File: src/rtl/postfix_stack_evaluator_core_assert.svh
// ----------------------------------------------------------------------------
// postfix_stack_evaluator_core_assert.svh
// Assertion macros for the postfix stack evaluator. Each macro expects clk
// and rst in scope.
// ----------------------------------------------------------------------------
`ifndef POSTFIX_STACK_EVALUATOR_CORE_ASSERT_SVH
`define POSTFIX_STACK_EVALUATOR_CORE_ASSERT_SVH

// Condition implies consequence in the same cycle
`define PSE_ASSERT_NOW(lbl, cond, cons, msg) \
  lbl: assert property (@(posedge clk) disable iff (rst) (cond) |-> (cons)) \
    else $error(msg);

// Condition implies consequence in the next cycle
`define PSE_ASSERT_NEXT(lbl, cond, cons, msg) \
  lbl: assert property (@(posedge clk) disable iff (rst) (cond) |=> (cons)) \
    else $error(msg);

`endif

File: src/rtl/pse_pkg.sv
// ----------------------------------------------------------------------------
// pse_pkg
// Shared types, codes and helpers for the postfix stack evaluator.
// ----------------------------------------------------------------------------
package pse_pkg;

  localparam int STACK_DEPTH_DEF = 16;
  localparam int Q_W             = 32;
  // Quotient bits produced by the divider: 32 magnitude bits plus 16 fraction
  localparam int DIV_STEPS       = 48;

  typedef enum logic [2:0] {
    KIND_PUSH  = 3'd0,
    KIND_ADD   = 3'd1,
    KIND_SUB   = 3'd2,
    KIND_MUL   = 3'd3,
    KIND_DIV   = 3'd4,
    KIND_NEG   = 3'd5,
    KIND_FIN   = 3'd6,
    KIND_BADOP = 3'd7
  } kind_t;

  typedef enum logic [2:0] {
    ST_OK        = 3'd0,
    ST_UNDERFLOW = 3'd1,
    ST_DIVZERO   = 3'd2,
    ST_INVALID   = 3'd3,
    ST_OVERFLOW  = 3'd4,
    ST_BADOP     = 3'd5
  } status_t;

  // Controller to datapath
  typedef struct packed {
    logic load;
    logic exec;
    logic addsub_wr;
    logic mul_prod;
    logic mul_wr;
    logic div_start;
    logic div_wr;
    logic emit;
  } cmd_t;

  // Datapath to controller
  typedef struct packed {
    logic go_bin;
    logic is_mul;
    logic is_div;
    logic div_done;
  } sts_t;

  // Saturate a 33-bit signed value to Q16.16
  function automatic logic [Q_W-1:0] sat33(input logic [Q_W:0] v);
    logic [Q_W-1:0] r;
    if (v[Q_W] != v[Q_W-1]) begin
      r = v[Q_W] ? {1'b1, {(Q_W-1){1'b0}}} : {1'b0, {(Q_W-1){1'b1}}};
    end else begin
      r = v[Q_W-1:0];
    end
    return r;
  endfunction

  // Saturate a 48-bit signed value to Q16.16
  function automatic logic [Q_W-1:0] sat48(input logic [47:0] v);
    logic [Q_W-1:0] r;
    if ((&v[47:Q_W-1]) || !(|v[47:Q_W-1])) begin
      r = v[Q_W-1:0];
    end else begin
      r = v[47] ? {1'b1, {(Q_W-1){1'b0}}} : {1'b0, {(Q_W-1){1'b1}}};
    end
    return r;
  endfunction

endpackage

File: src/rtl/pse_tok_if.sv
// ----------------------------------------------------------------------------
// pse_tok_if
// Token channel: one word is a token kind and its operand.
// ----------------------------------------------------------------------------
interface pse_tok_if;
  logic        valid;
  logic        ready;
  logic [2:0]  kind;
  logic signed [31:0] operand;

  modport source (output valid, output kind, output operand, input ready);
  modport sink   (input valid, input kind, input operand, output ready);
endinterface

File: src/rtl/pse_res_if.sv
// ----------------------------------------------------------------------------
// pse_res_if
// Result channel: one word is a status, a top value and a finish flag.
// ----------------------------------------------------------------------------
interface pse_res_if;
  logic        valid;
  logic        ready;
  logic [2:0]  status;
  logic signed [31:0] top_value;
  logic        final_res;

  modport source (output valid, output status, output top_value, output final_res,
                  input ready);
  modport sink   (input valid, input status, input top_value, input final_res,
                  output ready);
endinterface

File: src/rtl/pse_div.sv
// ----------------------------------------------------------------------------
// pse_div
// Iterative Q16.16 divider: (num * 2^16) / den, truncated toward zero and
// saturated. Restoring, one quotient bit per cycle, then a sign fixup step.
// ----------------------------------------------------------------------------
module pse_div (
  input  logic                         clk,
  input  logic                         rst,
  input  logic                         start,
  input  logic signed [pse_pkg::Q_W-1:0] num,
  input  logic signed [pse_pkg::Q_W-1:0] den,
  output logic                         done,
  output logic signed [pse_pkg::Q_W-1:0] quo
);

  localparam int QW  = pse_pkg::Q_W;
  localparam int DW  = pse_pkg::DIV_STEPS;
  localparam int CNW = $clog2(pse_pkg::DIV_STEPS + 1);

  logic           busy;
  logic           fix;
  logic [CNW-1:0] cnt;
  logic [QW-1:0]  rem;
  logic [DW-1:0]  dvd;
  logic [QW-1:0]  dvs;
  logic           neg;

  logic [QW-1:0]  num_mag;
  logic [QW-1:0]  den_mag;
  logic [QW:0]    rem_sh;
  logic [QW:0]    diff;
  logic           ge;
  logic [QW-1:0]  sat_q;

  // Operand magnitudes and one restoring step
  always_comb begin
    num_mag = num[QW-1] ? (~num + QW'(1)) : num;
    den_mag = den[QW-1] ? (~den + QW'(1)) : den;
    rem_sh  = {rem, dvd[DW-1]};
    diff    = rem_sh - {1'b0, dvs};
    ge      = (rem_sh >= {1'b0, dvs});
  end

  // Sign fixup and saturation of the quotient magnitude
  always_comb begin
    if (neg) begin
      if (dvd > {{(DW-QW){1'b0}}, 1'b1, {(QW-1){1'b0}}}) begin
        sat_q = {1'b1, {(QW-1){1'b0}}};
      end else begin
        sat_q = ~dvd[QW-1:0] + QW'(1);
      end
    end else begin
      if (dvd > {{(DW-QW+1){1'b0}}, {(QW-1){1'b1}}}) begin
        sat_q = {1'b0, {(QW-1){1'b1}}};
      end else begin
        sat_q = dvd[QW-1:0];
      end
    end
  end

  // Sequencer
  always_ff @(posedge clk) begin
    if (rst) begin
      busy <= 1'b0;
      fix  <= 1'b0;
      done <= 1'b0;
    end else begin
      done <= 1'b0;
      if (start) begin
        busy <= 1'b1;
      end else if (busy && (cnt == CNW'(DW - 1))) begin
        busy <= 1'b0;
        fix  <= 1'b1;
      end else if (fix) begin
        fix  <= 1'b0;
        done <= 1'b1;
      end
    end
  end

  // Shift and subtract registers
  always_ff @(posedge clk) begin
    if (start) begin
      cnt <= '0;
      rem <= '0;
      dvd <= {num_mag, {(DW-QW){1'b0}}};
      dvs <= den_mag;
      neg <= num[QW-1] ^ den[QW-1];
    end else if (busy) begin
      cnt <= cnt + CNW'(1);
      rem <= ge ? diff[QW-1:0] : rem_sh[QW-1:0];
      dvd <= {dvd[DW-2:0], ge};
    end
    if (fix) begin
      quo <= sat_q;
    end
  end

endmodule

File: src/rtl/pse_ctrl.sv
// ----------------------------------------------------------------------------
// pse_ctrl
// Token sequencer: accepts a token, steps the datapath through the operation
// and hands the result word to the output register.
// ----------------------------------------------------------------------------
module pse_ctrl (
  input  logic            clk,
  input  logic            rst,
  input  logic            tok_valid,
  output logic            tok_ready,
  output logic            res_valid,
  input  logic            res_ready,
  input  pse_pkg::sts_t   sts,
  output pse_pkg::cmd_t   cmd
);

  typedef enum logic [2:0] {
    S_IDLE,
    S_EXEC,
    S_ADDSUB,
    S_MULP,
    S_MULW,
    S_DIVS,
    S_DIVW,
    S_RESP
  } state_t;

  state_t state;
  state_t state_next;
  logic   res_free;

  assign tok_ready = (state == S_IDLE) && !rst;
  assign res_free  = !res_valid || res_ready;

  // Command decode
  always_comb begin
    cmd           = '0;
    cmd.load      = tok_valid && (state == S_IDLE);
    cmd.exec      = (state == S_EXEC);
    cmd.addsub_wr = (state == S_ADDSUB);
    cmd.mul_prod  = (state == S_MULP);
    cmd.mul_wr    = (state == S_MULW);
    cmd.div_start = (state == S_DIVS);
    cmd.div_wr    = (state == S_DIVW) && sts.div_done;
    cmd.emit      = (state == S_RESP) && res_free;
  end

  // Next state
  always_comb begin
    state_next = state;
    unique case (state)
      S_IDLE: begin
        if (tok_valid) state_next = S_EXEC;
      end
      S_EXEC: begin
        if (!sts.go_bin)     state_next = S_RESP;
        else if (sts.is_mul) state_next = S_MULP;
        else if (sts.is_div) state_next = S_DIVS;
        else                 state_next = S_ADDSUB;
      end
      S_ADDSUB: state_next = S_RESP;
      S_MULP:   state_next = S_MULW;
      S_MULW:   state_next = S_RESP;
      S_DIVS:   state_next = S_DIVW;
      S_DIVW: begin
        if (sts.div_done) state_next = S_RESP;
      end
      S_RESP: begin
        if (res_free) state_next = S_IDLE;
      end
      default: state_next = S_IDLE;
    endcase
  end

  // State and output valid
  always_ff @(posedge clk) begin
    if (rst) begin
      state     <= S_IDLE;
      res_valid <= 1'b0;
    end else begin
      state <= state_next;
      if (cmd.emit) begin
        res_valid <= 1'b1;
      end else if (res_ready) begin
        res_valid <= 1'b0;
      end
    end
  end

endmodule

File: src/rtl/pse_dpath.sv
// ----------------------------------------------------------------------------
// pse_dpath
// Evaluator datapath: top-of-stack register, stack memory for the entries
// below it, add/sub, multiplier, divider and the result word register.
// ----------------------------------------------------------------------------
module pse_dpath #(
  parameter int STACK_DEPTH = pse_pkg::STACK_DEPTH_DEF
) (
  input  logic                           clk,
  input  logic                           rst,
  input  pse_pkg::cmd_t                  cmd,
  output pse_pkg::sts_t                  sts,
  input  logic [2:0]                     tok_kind,
  input  logic signed [pse_pkg::Q_W-1:0] tok_operand,
  output pse_pkg::status_t               res_status,
  output logic signed [pse_pkg::Q_W-1:0] res_top_value,
  output logic                           res_final_res
);

  localparam int QW = pse_pkg::Q_W;
  localparam int CW = $clog2(STACK_DEPTH + 1);
  localparam int AW = $clog2(STACK_DEPTH);

  // Token registers
  pse_pkg::kind_t           kind;
  logic signed [QW-1:0]     operand;

  // Stack state
  logic signed [QW-1:0]     tos;
  logic [CW-1:0]            count;
  pse_pkg::status_t         sticky;
  logic signed [QW-1:0]     mem [STACK_DEPTH];
  logic signed [QW-1:0]     mem_rd;

  // Arithmetic and finish registers
  logic signed [2*QW-1:0]   prod;
  pse_pkg::status_t         fin_status;
  logic signed [QW-1:0]     fin_top;

  logic [CW-1:0]            cnt_m1;
  logic [CW-1:0]            cnt_m2;
  logic [AW-1:0]            wr_idx;
  logic [AW-1:0]            rd_idx;
  logic                     full;
  logic                     empty;
  logic                     two;
  logic                     is_bin;
  logic                     no_err;
  logic                     push_ok;
  logic                     neg_ok;
  logic [QW:0]              tos_ext;
  logic [QW:0]              l_ext;
  logic [QW:0]              sum;
  logic [QW-1:0]            addsub_res;
  logic [QW-1:0]            neg_res;
  logic [QW-1:0]            mul_res;
  logic                     div_done;
  logic signed [QW-1:0]     div_quo;

  // Stack pointers and token decode
  always_comb begin
    cnt_m1  = count - CW'(1);
    cnt_m2  = count - CW'(2);
    wr_idx  = cnt_m1[AW-1:0];
    rd_idx  = cnt_m2[AW-1:0];
    full    = (count == CW'(STACK_DEPTH));
    empty   = (count == '0);
    two     = (count >= CW'(2));
    no_err  = (sticky == pse_pkg::ST_OK);
    is_bin  = (kind == pse_pkg::KIND_ADD) || (kind == pse_pkg::KIND_SUB) ||
              (kind == pse_pkg::KIND_MUL) || (kind == pse_pkg::KIND_DIV);
    push_ok = no_err && (kind == pse_pkg::KIND_PUSH) && !full;
    neg_ok  = no_err && (kind == pse_pkg::KIND_NEG) && !empty;
  end

  // Status to controller
  always_comb begin
    sts.go_bin   = no_err && is_bin && two &&
                   !((kind == pse_pkg::KIND_DIV) && (tos == '0));
    sts.is_mul   = (kind == pse_pkg::KIND_MUL);
    sts.is_div   = (kind == pse_pkg::KIND_DIV);
    sts.div_done = div_done;
  end

  // Add, subtract, negate and multiply scaling
  always_comb begin
    tos_ext    = {tos[QW-1], tos};
    l_ext      = {mem_rd[QW-1], mem_rd};
    sum        = (kind == pse_pkg::KIND_SUB) ? (l_ext - tos_ext) : (l_ext + tos_ext);
    addsub_res = pse_pkg::sat33(sum);
    neg_res    = pse_pkg::sat33((QW+1)'(0) - tos_ext);
    // arithmetic shift by 16 rounds toward negative infinity
    mul_res    = pse_pkg::sat48(prod[2*QW-1:16]);
  end

  pse_div u_div (
    .clk   (clk),
    .rst   (rst),
    .start (cmd.div_start),
    .num   (mem_rd),
    .den   (tos),
    .done  (div_done),
    .quo   (div_quo)
  );

  // Stack depth and sticky error
  always_ff @(posedge clk) begin
    if (rst) begin
      count  <= '0;
      sticky <= pse_pkg::ST_OK;
    end else if (cmd.exec) begin
      if (kind == pse_pkg::KIND_FIN) begin
        count  <= '0;
        sticky <= pse_pkg::ST_OK;
      end else if (no_err) begin
        unique case (kind)
          pse_pkg::KIND_PUSH: begin
            if (full) sticky <= pse_pkg::ST_OVERFLOW;
            else      count  <= count + CW'(1);
          end
          pse_pkg::KIND_NEG: begin
            if (empty) sticky <= pse_pkg::ST_UNDERFLOW;
          end
          pse_pkg::KIND_ADD, pse_pkg::KIND_SUB,
          pse_pkg::KIND_MUL, pse_pkg::KIND_DIV: begin
            if (!two) begin
              sticky <= pse_pkg::ST_UNDERFLOW;
            end else if ((kind == pse_pkg::KIND_DIV) && (tos == '0)) begin
              sticky <= pse_pkg::ST_DIVZERO;
            end
          end
          pse_pkg::KIND_BADOP: sticky <= pse_pkg::ST_BADOP;
          default: ;
        endcase
      end
    end else if (cmd.addsub_wr || cmd.mul_wr || cmd.div_wr) begin
      count <= cnt_m1;
    end
  end

  // Stack memory: spill old top on push, read second entry every cycle
  always_ff @(posedge clk) begin
    if (cmd.exec && push_ok && !empty) begin
      mem[wr_idx] <= tos;
    end
    mem_rd <= mem[rd_idx];
  end

  // Payload registers
  always_ff @(posedge clk) begin
    if (cmd.load) begin
      kind    <= pse_pkg::kind_t'(tok_kind);
      operand <= tok_operand;
    end
    if (cmd.exec && push_ok) begin
      tos <= operand;
    end else if (cmd.exec && neg_ok) begin
      tos <= neg_res;
    end else if (cmd.addsub_wr) begin
      tos <= addsub_res;
    end else if (cmd.mul_wr) begin
      tos <= mul_res;
    end else if (cmd.div_wr) begin
      tos <= div_quo;
    end
    if (cmd.mul_prod) begin
      prod <= mem_rd * tos;
    end
    // Finish verdict, taken before the stack is cleared
    if (cmd.exec) begin
      if (!no_err) begin
        fin_status <= sticky;
        fin_top    <= '0;
      end else if (count != CW'(1)) begin
        fin_status <= pse_pkg::ST_INVALID;
        fin_top    <= '0;
      end else begin
        fin_status <= pse_pkg::ST_OK;
        fin_top    <= tos;
      end
    end
    // Result word
    if (cmd.emit) begin
      res_final_res <= (kind == pse_pkg::KIND_FIN);
      if (kind == pse_pkg::KIND_FIN) begin
        res_status    <= fin_status;
        res_top_value <= fin_top;
      end else begin
        res_status    <= sticky;
        res_top_value <= empty ? '0 : tos;
      end
    end
  end

endmodule

File: src/rtl/postfix_stack_evaluator_core.sv
// ----------------------------------------------------------------------------
// postfix_stack_evaluator_core
// Reverse Polish evaluator on signed Q16.16 values with a sticky error code.
// ----------------------------------------------------------------------------
// One token word in gives one result word out. Tokens are processed one at
// a time: push, negate, finish, bad operator and error cases go straight
// from execute to the result state, add and subtract through a write-back
// state, multiply through one registered 32x32 product, then shift and
// saturate, and divide through the restoring divider that produces one of 48
// quotient bits per cycle. The next token is accepted the cycle after the
// result is loaded into the output register, even if that word has not yet
// been taken. The top of the stack lives in a register; the entries below it
// sit in a STACK_DEPTH-entry memory that needs no clearing after reset.
module postfix_stack_evaluator_core #(
  parameter int STACK_DEPTH = pse_pkg::STACK_DEPTH_DEF
) (
  input  logic      clk,
  input  logic      rst,
  pse_tok_if.sink   tok,
  pse_res_if.source res
);

  pse_pkg::cmd_t    cmd;
  pse_pkg::sts_t    sts;
  pse_pkg::status_t res_status;

  pse_ctrl u_ctrl (
    .clk       (clk),
    .rst       (rst),
    .tok_valid (tok.valid),
    .tok_ready (tok.ready),
    .res_valid (res.valid),
    .res_ready (res.ready),
    .sts       (sts),
    .cmd       (cmd)
  );

  pse_dpath #(
    .STACK_DEPTH (STACK_DEPTH)
  ) u_dpath (
    .clk           (clk),
    .rst           (rst),
    .cmd           (cmd),
    .sts           (sts),
    .tok_kind      (tok.kind),
    .tok_operand   (tok.operand),
    .res_status    (res_status),
    .res_top_value (res.top_value),
    .res_final_res (res.final_res)
  );

  assign res.status = res_status;

  // Checks
  `include "postfix_stack_evaluator_core_assert.svh"

  `PSE_ASSERT_NEXT(a_accept_exec, tok.valid && tok.ready, cmd.exec, "token not executed")
  `PSE_ASSERT_NEXT(a_emit_valid, cmd.emit, res.valid, "result word loaded but not presented")
  `PSE_ASSERT_NOW(a_div_wr_kind, cmd.div_wr, sts.is_div, "divider write-back on a non-divide")

endmodule

File: src/flat_wrapper.sv
// flat-port wrapper written by rule: the top's interface ports become plain ports
module postfix_stack_evaluator_core_flat 
#(
  parameter int STACK_DEPTH = pse_pkg::STACK_DEPTH_DEF
)
  (clk, rst, tok_valid, tok_kind, tok_operand, tok_ready, res_valid, res_status, res_top_value, res_final_res, res_ready);
  pse_tok_if tok_i ();
  pse_res_if res_i ();
  input  logic clk;
  input  logic rst;
  input wire logic [$bits(tok_i.valid)-1:0] tok_valid;
  input wire logic [$bits(tok_i.kind)-1:0] tok_kind;
  input wire logic [$bits(tok_i.operand)-1:0] tok_operand;
  output wire logic [$bits(tok_i.ready)-1:0] tok_ready;
  output wire logic [$bits(res_i.valid)-1:0] res_valid;
  output wire logic [$bits(res_i.status)-1:0] res_status;
  output wire logic [$bits(res_i.top_value)-1:0] res_top_value;
  output wire logic [$bits(res_i.final_res)-1:0] res_final_res;
  input wire logic [$bits(res_i.ready)-1:0] res_ready;
  assign tok_i.valid = tok_valid;
  assign tok_i.kind = tok_kind;
  assign tok_i.operand = tok_operand;
  assign tok_ready = tok_i.ready;
  assign res_valid = res_i.valid;
  assign res_status = res_i.status;
  assign res_top_value = res_i.top_value;
  assign res_final_res = res_i.final_res;
  assign res_i.ready = res_ready;
  postfix_stack_evaluator_core #(.STACK_DEPTH(STACK_DEPTH)) u_core (.clk(clk), .rst(rst), .tok(tok_i), .res(res_i));
endmodule
File: config.mk
export PLATFORM = sky130hd
export DESIGN_NAME = postfix_stack_evaluator_core_flat
export DESIGN_NICKNAME = d
export VERILOG_FILES = /design/src/rtl/pse_pkg.sv /design/src/rtl/pse_tok_if.sv /design/src/rtl/pse_res_if.sv /design/src/rtl/pse_div.sv /design/src/rtl/pse_ctrl.sv /design/src/rtl/pse_dpath.sv /design/src/rtl/postfix_stack_evaluator_core.sv /design/src/flat_wrapper.sv
export VERILOG_INCLUDE_DIRS = /design/src /design/src/rtl
export SDC_FILE = /design/constraint.sdc
export NUM_CORES = 2
export LEC_CHECK = 0
export ABC_AREA = 0
export BUFFER_PORTS_ARGS = -buffer_cell sky130_fd_sc_hd__buf_2
export CAP_MARGIN = 5
export CORE_ASPECT_RATIO = 0.8
export CORE_MARGIN = 5
export CORE_UTILIZATION = 36
export DETAILED_ROUTE_END_ITERATION = 10
export GPL_TIMING_DRIVEN = 0
export HOLD_SLACK_MARGIN = 0.12
export PLACE_DENSITY = 0.47
export SLEW_MARGIN = 20
export SYNTH_ARGS = -nofsm -noshare
export SYNTH_HDL_FRONTEND = slang
export SYNTH_SLANG_ARGS = --single-unit
File: constraint.sdc
create_clock -name clk -period 12.4 [get_ports clk]
set_clock_uncertainty 0.15 [all_clocks]
set_input_delay 1.24 -clock clk [delete_from_list [all_inputs] [get_ports clk]]
set_output_delay 1.24 -clock clk [all_outputs]
set_load 0.05 [all_outputs]
; ---- After elaboration in Yosys (flattened, before gate mapping)
; Memories as Yosys holds them, arrays and structs flattened. A register that Yosys moved wholly into a read port is not among the register bits.
; Index checks and enable logic that the tools add are counted.
; Widths: inputs -> output; s select.
[word_totals]
inputBits = 39
ff_bits = 368
mem_count = 1
ram_bits = 512
elab_cells = 177
[op_classes]
n_mux = 53
n_addsub = 11
multipliers = 1
bitwise_logic = 5
order_cmp = 4
n_eq_ne = 28
reduce_logical = 50
[mem_list]
columns = name, words, width, rd, rd_ports_with_merged_regs, wr, line_no
row1 = u_core.u_dpath.mem, 16, 32, 1, 1, 1, pse_dpath.sv:32  ; logic signed [QW-1:0] mem [STACK_DEPTH];
[ops]
columns = op, n
row1 = $mux 32, 18
row2 = $mux 48, 2
row3 = $not 32->32, 3
row4 = $add 32x2->32 const B, 2
row5 = $mul 32x32->64, 1
row6 = $gt 48x31->1 const B, 1
row7 = $gt 48x32->1 const B, 1
row8 = $mux 3, 14
row9 = $add 32x32->33, 1
row10 = $ge 33x32->1, 1
row11 = $mux 33, 1
row12 = $sub 1x32->33 const A, 1
row13 = $sub 32x32->33, 1
row14 = $add 32x1->32 const B, 1
row15 = $logic_not 32->1, 1
row16 = $sub 32x32->32, 1
row17 = $mux 31, 1
row18 = $mux 5, 6
row19 = $eq 3x3->1 const B, 8
row20 = $pmux 3 s7, 1
row21 = $reduce_and 17->1, 1
row22 = $reduce_or 17->1, 1
row23 = $logic_and 1x1->1, 16
row24 = $eq 3x2->1 const B, 4
row25 = 31 further kinds, 64

; ---- Logic depth before layout (Yosys ltp)
[depth]
depth_word = 9
ltp_mapped = 29
mapped_depth_nobuf = 27

; ---- By module
; A second synthesis with hierarchy kept.
[unflattened]
cells_unflattened = 6805
area_unflattened_um2 = 76997.6
[modules_own_cells]
columns = mod, cells_per_inst, instances, area_each_um2
row1 = pse_dpath, 5701, 1, 67019.3
row2 = pse_div, 1066, 1, 9666.8
row3 = pse_ctrl, 38, 1, 311.5

; ---- Worst setup path before layout
; OpenSTA, ideal clock, no wires.
[synth_timing]
path_kind = reg-to-reg
startpoint = register u_core.u_dpath.tos[2]
endpoint = register u_core.u_dpath.prod[57] (data pin)
path_slack_ns = 3.786
path_stages_with_launch = 26
t_arrival_ns = 8.206
setup_ns = 0.258
n_path_buf = 2
cell_sequence = edfxtp_1 > buf_1 > buf_1 > nand2_1 > inv_1 > fa_1 > fa_1 > fa_1 > fa_1 > inv_1 > fa_1 > inv_1 > fa_1 > inv_1 > fa_1 > inv_1 > fa_1 > ha_1 > nand2_1 > nor3_1 > and2_1 > or4b_2 > a21o_1 > a21boi_0 > nor2_1 > xnor2_1
[synth_between]
elab_chain_len = 1
[synth_rtl]
columns = item, line_no
row1 = start: declaration, pse_dpath.sv:29  ; logic signed [QW-1:0] tos;
row2 = start signal: assignment, pse_dpath.sv:156  ; tos <= operand;
row3 = start signal: assignment, pse_dpath.sv:158  ; tos <= neg_res;
row4 = start signal: assignment, pse_dpath.sv:160  ; tos <= addsub_res;
row5 = $mul 32x32->64, pse_dpath.sv:167  ; prod <= mem_rd * tos;
row6 = end signal: assignment, pse_dpath.sv:167
row7 = end: declaration, pse_dpath.sv:36  ; logic signed [2*QW-1:0] prod;
; No other way between the ends.
; A chain may end at the register's enable or synchronous reset.

; ---- Worst setup path in the final report
[layout_timing]
startpoint = register u_core.u_dpath.mem_rd[31] (read register of u_core.u_dpath.mem)
endpoint = register u_core.u_dpath.prod[57] (data pin)
[layout_between]
elab_chain_len = 1
[layout_rtl]
columns = item, line_no
row1 = start: declaration, pse_dpath.sv:33  ; logic signed [QW-1:0] mem_rd;
row2 = $mul 32x32->64, pse_dpath.sv:167
; No other way between the ends.

==> metrics.txt <==
run status=finished clean; worst min path class=reg2reg; critical path required time=12,710 ps; sequential area share after synthesis=34.1%; io pins=between 70 and 80; register area=25,900 sq um; CP top delay family=adder cells; max-cap violation count=0; area occupied by multi-input gates=approximately 45,000 sq um; setup violators final=0; Clock transition at path regs=60 ps; syn nets=8,075; vias per inst=~5.4; mapped cell area=76,000 sq um; Post-Synth Simple-Gate Area=roughly an eighth; Max Clk Rate=~0.086 GHz; Seq cells post-synth=896; max incr delay on CP=910 ps; Max Slew Vio Count=0; proportion of layout cells with a drive suffix above 1=7.80%; final worst-path cycle share=94.2%; largest net degree at the start of global routing=45; Layout fillers=20,600; Nets=8,283; yosys warns=0; Post-DP HPWL=234 mm; vias in the first global route=53,200; RSZ-0062 raised after global routing=false; XOR/XNOR Fraction of Synth Area=2.72%; multiplexer area fraction after synthesis=between 5 and 6%; Initial Utilization=a little over a third; Tightest Pin Transition=1290 ps; routed vias=53,400; Critical path buffers and inverters=10; post-synthesis cell type count=84; die height=roughly 420 um; GR Util All Layers=a little over a quarter; clk root buf=clkbuf_16; Die X=524 um; Arr. time, crit path=11,990 ps; Post-Synth Adder-Cell Area=between 30% and 40%; Post-DP Area=roughly 80,000 sq um; Hold Buf Count CTS=0; clock buffer depth=3; drt pass-1 iters=6; CP Launch Type=flop; DR WL/cell=29.9 um; Primary FF master, synth=edfxtp_1; DIE AREA=around 220,000 sq um; area grow syn2layout=10.3%; Slew HR=between 10% and 20%; most frequent cells in the layout=fa_1 (1,082), inv_1 (1,003), edfxtp_1 (795), nand2_1 (760), and2_1 (545); port bufs=75; final hold violation count=0; Post-CTS Resized=0; first-pass GRT wire length=414 mm; Post-CTS Setup Inserts=0; CTS sink count=896; compound-cell area share of the yosys netlist=about 6%; CTS tree=done; gpl congestion=0.968; Syn Area/Cell=11.4 sq um; row count=150; largest family of logic cells by synthesized area=adder cells; total grt overflow=0; Post-Syn Instances=6,691; cts bufs inserted=94; post-layout min period=~12,000 ps; Post-synth ARST share=0%; initial antenna violation count=35; Final Routed Wirelength=293 mm; crit-path max FO=10; H-tree depth=3; post-route cell area=between 80,000 and 90,000 sq um; Worst Setup End Kind=flop; most used cell, CP=fa_1; Clk Latency, worst-skew pair=740 ps; DRC errors left=0; crit path kind=reg2reg; Slowest-stage cell, CP=fa_1; number of flops mapped to enable cells by yosys=795; core area=about 210,000 sq um; most common cell after layout, fill and taps aside=fa_1; Iteration-0 DRC Markers=6,078; ANT nets after route=0
==> tightest hold or removal path, stage by stage, from the launching register on <==
cell and delay [ps]:
dfxtp_1 310, o21ai_0 70, a21oi_1 60
==> cell type report <==
cell class                 instances  share of cell area (%)
antenna                           13                  0.0388
buffer                           398                    1.90
clock buffer                     130                    3.17
clock inverter                    45                   0.600
inverter                        1006                    4.50
multi-input combinational       4391                    53.6
sequential                       896                    30.9
tap                             2812                    4.19
timing repair buffer             112                    1.15
==> per-stage QoR <==
| step | std cells | setup WS [ps] | utilization [%] | TNS, ps | hold WS, ps |
|---|---|---|---|---|---|
| after CTS | 9788 | 814 | 40.0 | 0 | 335 |
| after global routing | 9790 | 388 | 40.0 | 0 | 357 |
| after detailed placement | 9613 | 872 | 38.5 | 0 | 326 |
| final | 9803 | 720 | 40.0 | 0 | 335 |
| after global placement | 9578 | -629 | 38.2 | -3000 | 316 |
| after floorplan | 6691 | 3790 | - | 0 | 301 |
==> per-layer routing <==
metal | routed length [um] | vias to the layer above | GRT usage, %
met5 | 34 | - | 0
met1 | 136000 | 28300 | 41.5
met2 | 120000 | 2498 | 36.8
li1 | - | 22200 | -
met3 | 27400 | 367 | 5.69
met4 | 9660 | 6 | 7.20
==> kinds of logic after synthesis <==
kind of cell | after synthesis
fa+ha+maj | 1346
xor+xnor | 236
flops | 896
mux | 192
buf+inv | 1404
simple gates | 1876
compound gates | 741
==> cells in the mapped netlist, types with 25 or more instances <==
master | number | area, sq um
mux4_2 | 160 | 3600
dfxtp_1 | 101 | 2020
mux2i_1 | 31 | 310
nor2_1 | 220 | 826
a21oi_1 | 205 | 1030
nand4_1 | 25 | 156
inv_1 | 1004 | 3770
o211ai_1 | 39 | 293
o21ai_0 | 251 | 1260
xor2_1 | 107 | 937
buf_1 | 46 | 173
and2_1 | 559 | 3500
a21o_1 | 44 | 330
nand3_1 | 49 | 245
edfxtp_1 | 795 | 23900
clkbuf_1 | 344 | 1290
or3_1 | 39 | 244
nor3_1 | 44 | 220
nand2b_1 | 32 | 200
xnor2_1 | 129 | 1130
fa_1 | 1083 | 21700
nand2_1 | 761 | 2860
ha_1 | 262 | 3280
==> path summary, 6_finish.rpt <==
kind | cells past startpoint | slack, ps | end | startpoint
hold reg to reg | 2 | 340 | u_core.u_dpath.u_div.cnt[5] | u_core.u_dpath.u_div.cnt[5]
setup reg to reg | 28 | 720 | u_core.u_dpath.prod[57] | u_core.u_dpath.mem_rd[31]
setup / recovery | 28 | 720 | u_core.u_dpath.prod[57] | u_core.u_dpath.mem_rd[31]
hold / removal | 2 | 340 | u_core.u_dpath.u_div.cnt[5] | u_core.u_dpath.u_div.cnt[5]
==> state kept, by name, indices dropped and copies added, names as in the netlist, 5 cells and up <==
register	count
u_core.u_dpath.u_div.rem	32
u_core.u_dpath.mem	512
u_core.u_dpath.res_top_value	32
u_core.u_dpath.u_div.quo	32
u_core.u_dpath.u_div.dvs	32
u_core.u_dpath.prod	48
u_core.u_dpath.tos	32
u_core.u_dpath.count	5
u_core.u_dpath.u_div.cnt	6
u_core.u_dpath.fin_top	32
u_core.u_dpath.u_div.dvd	48
u_core.u_dpath.mem_rd	32
u_core.u_dpath.operand	32
Power is not shown: default switching activity piles up to over one toggle a cycle in this logic, so the estimate is an artifact.
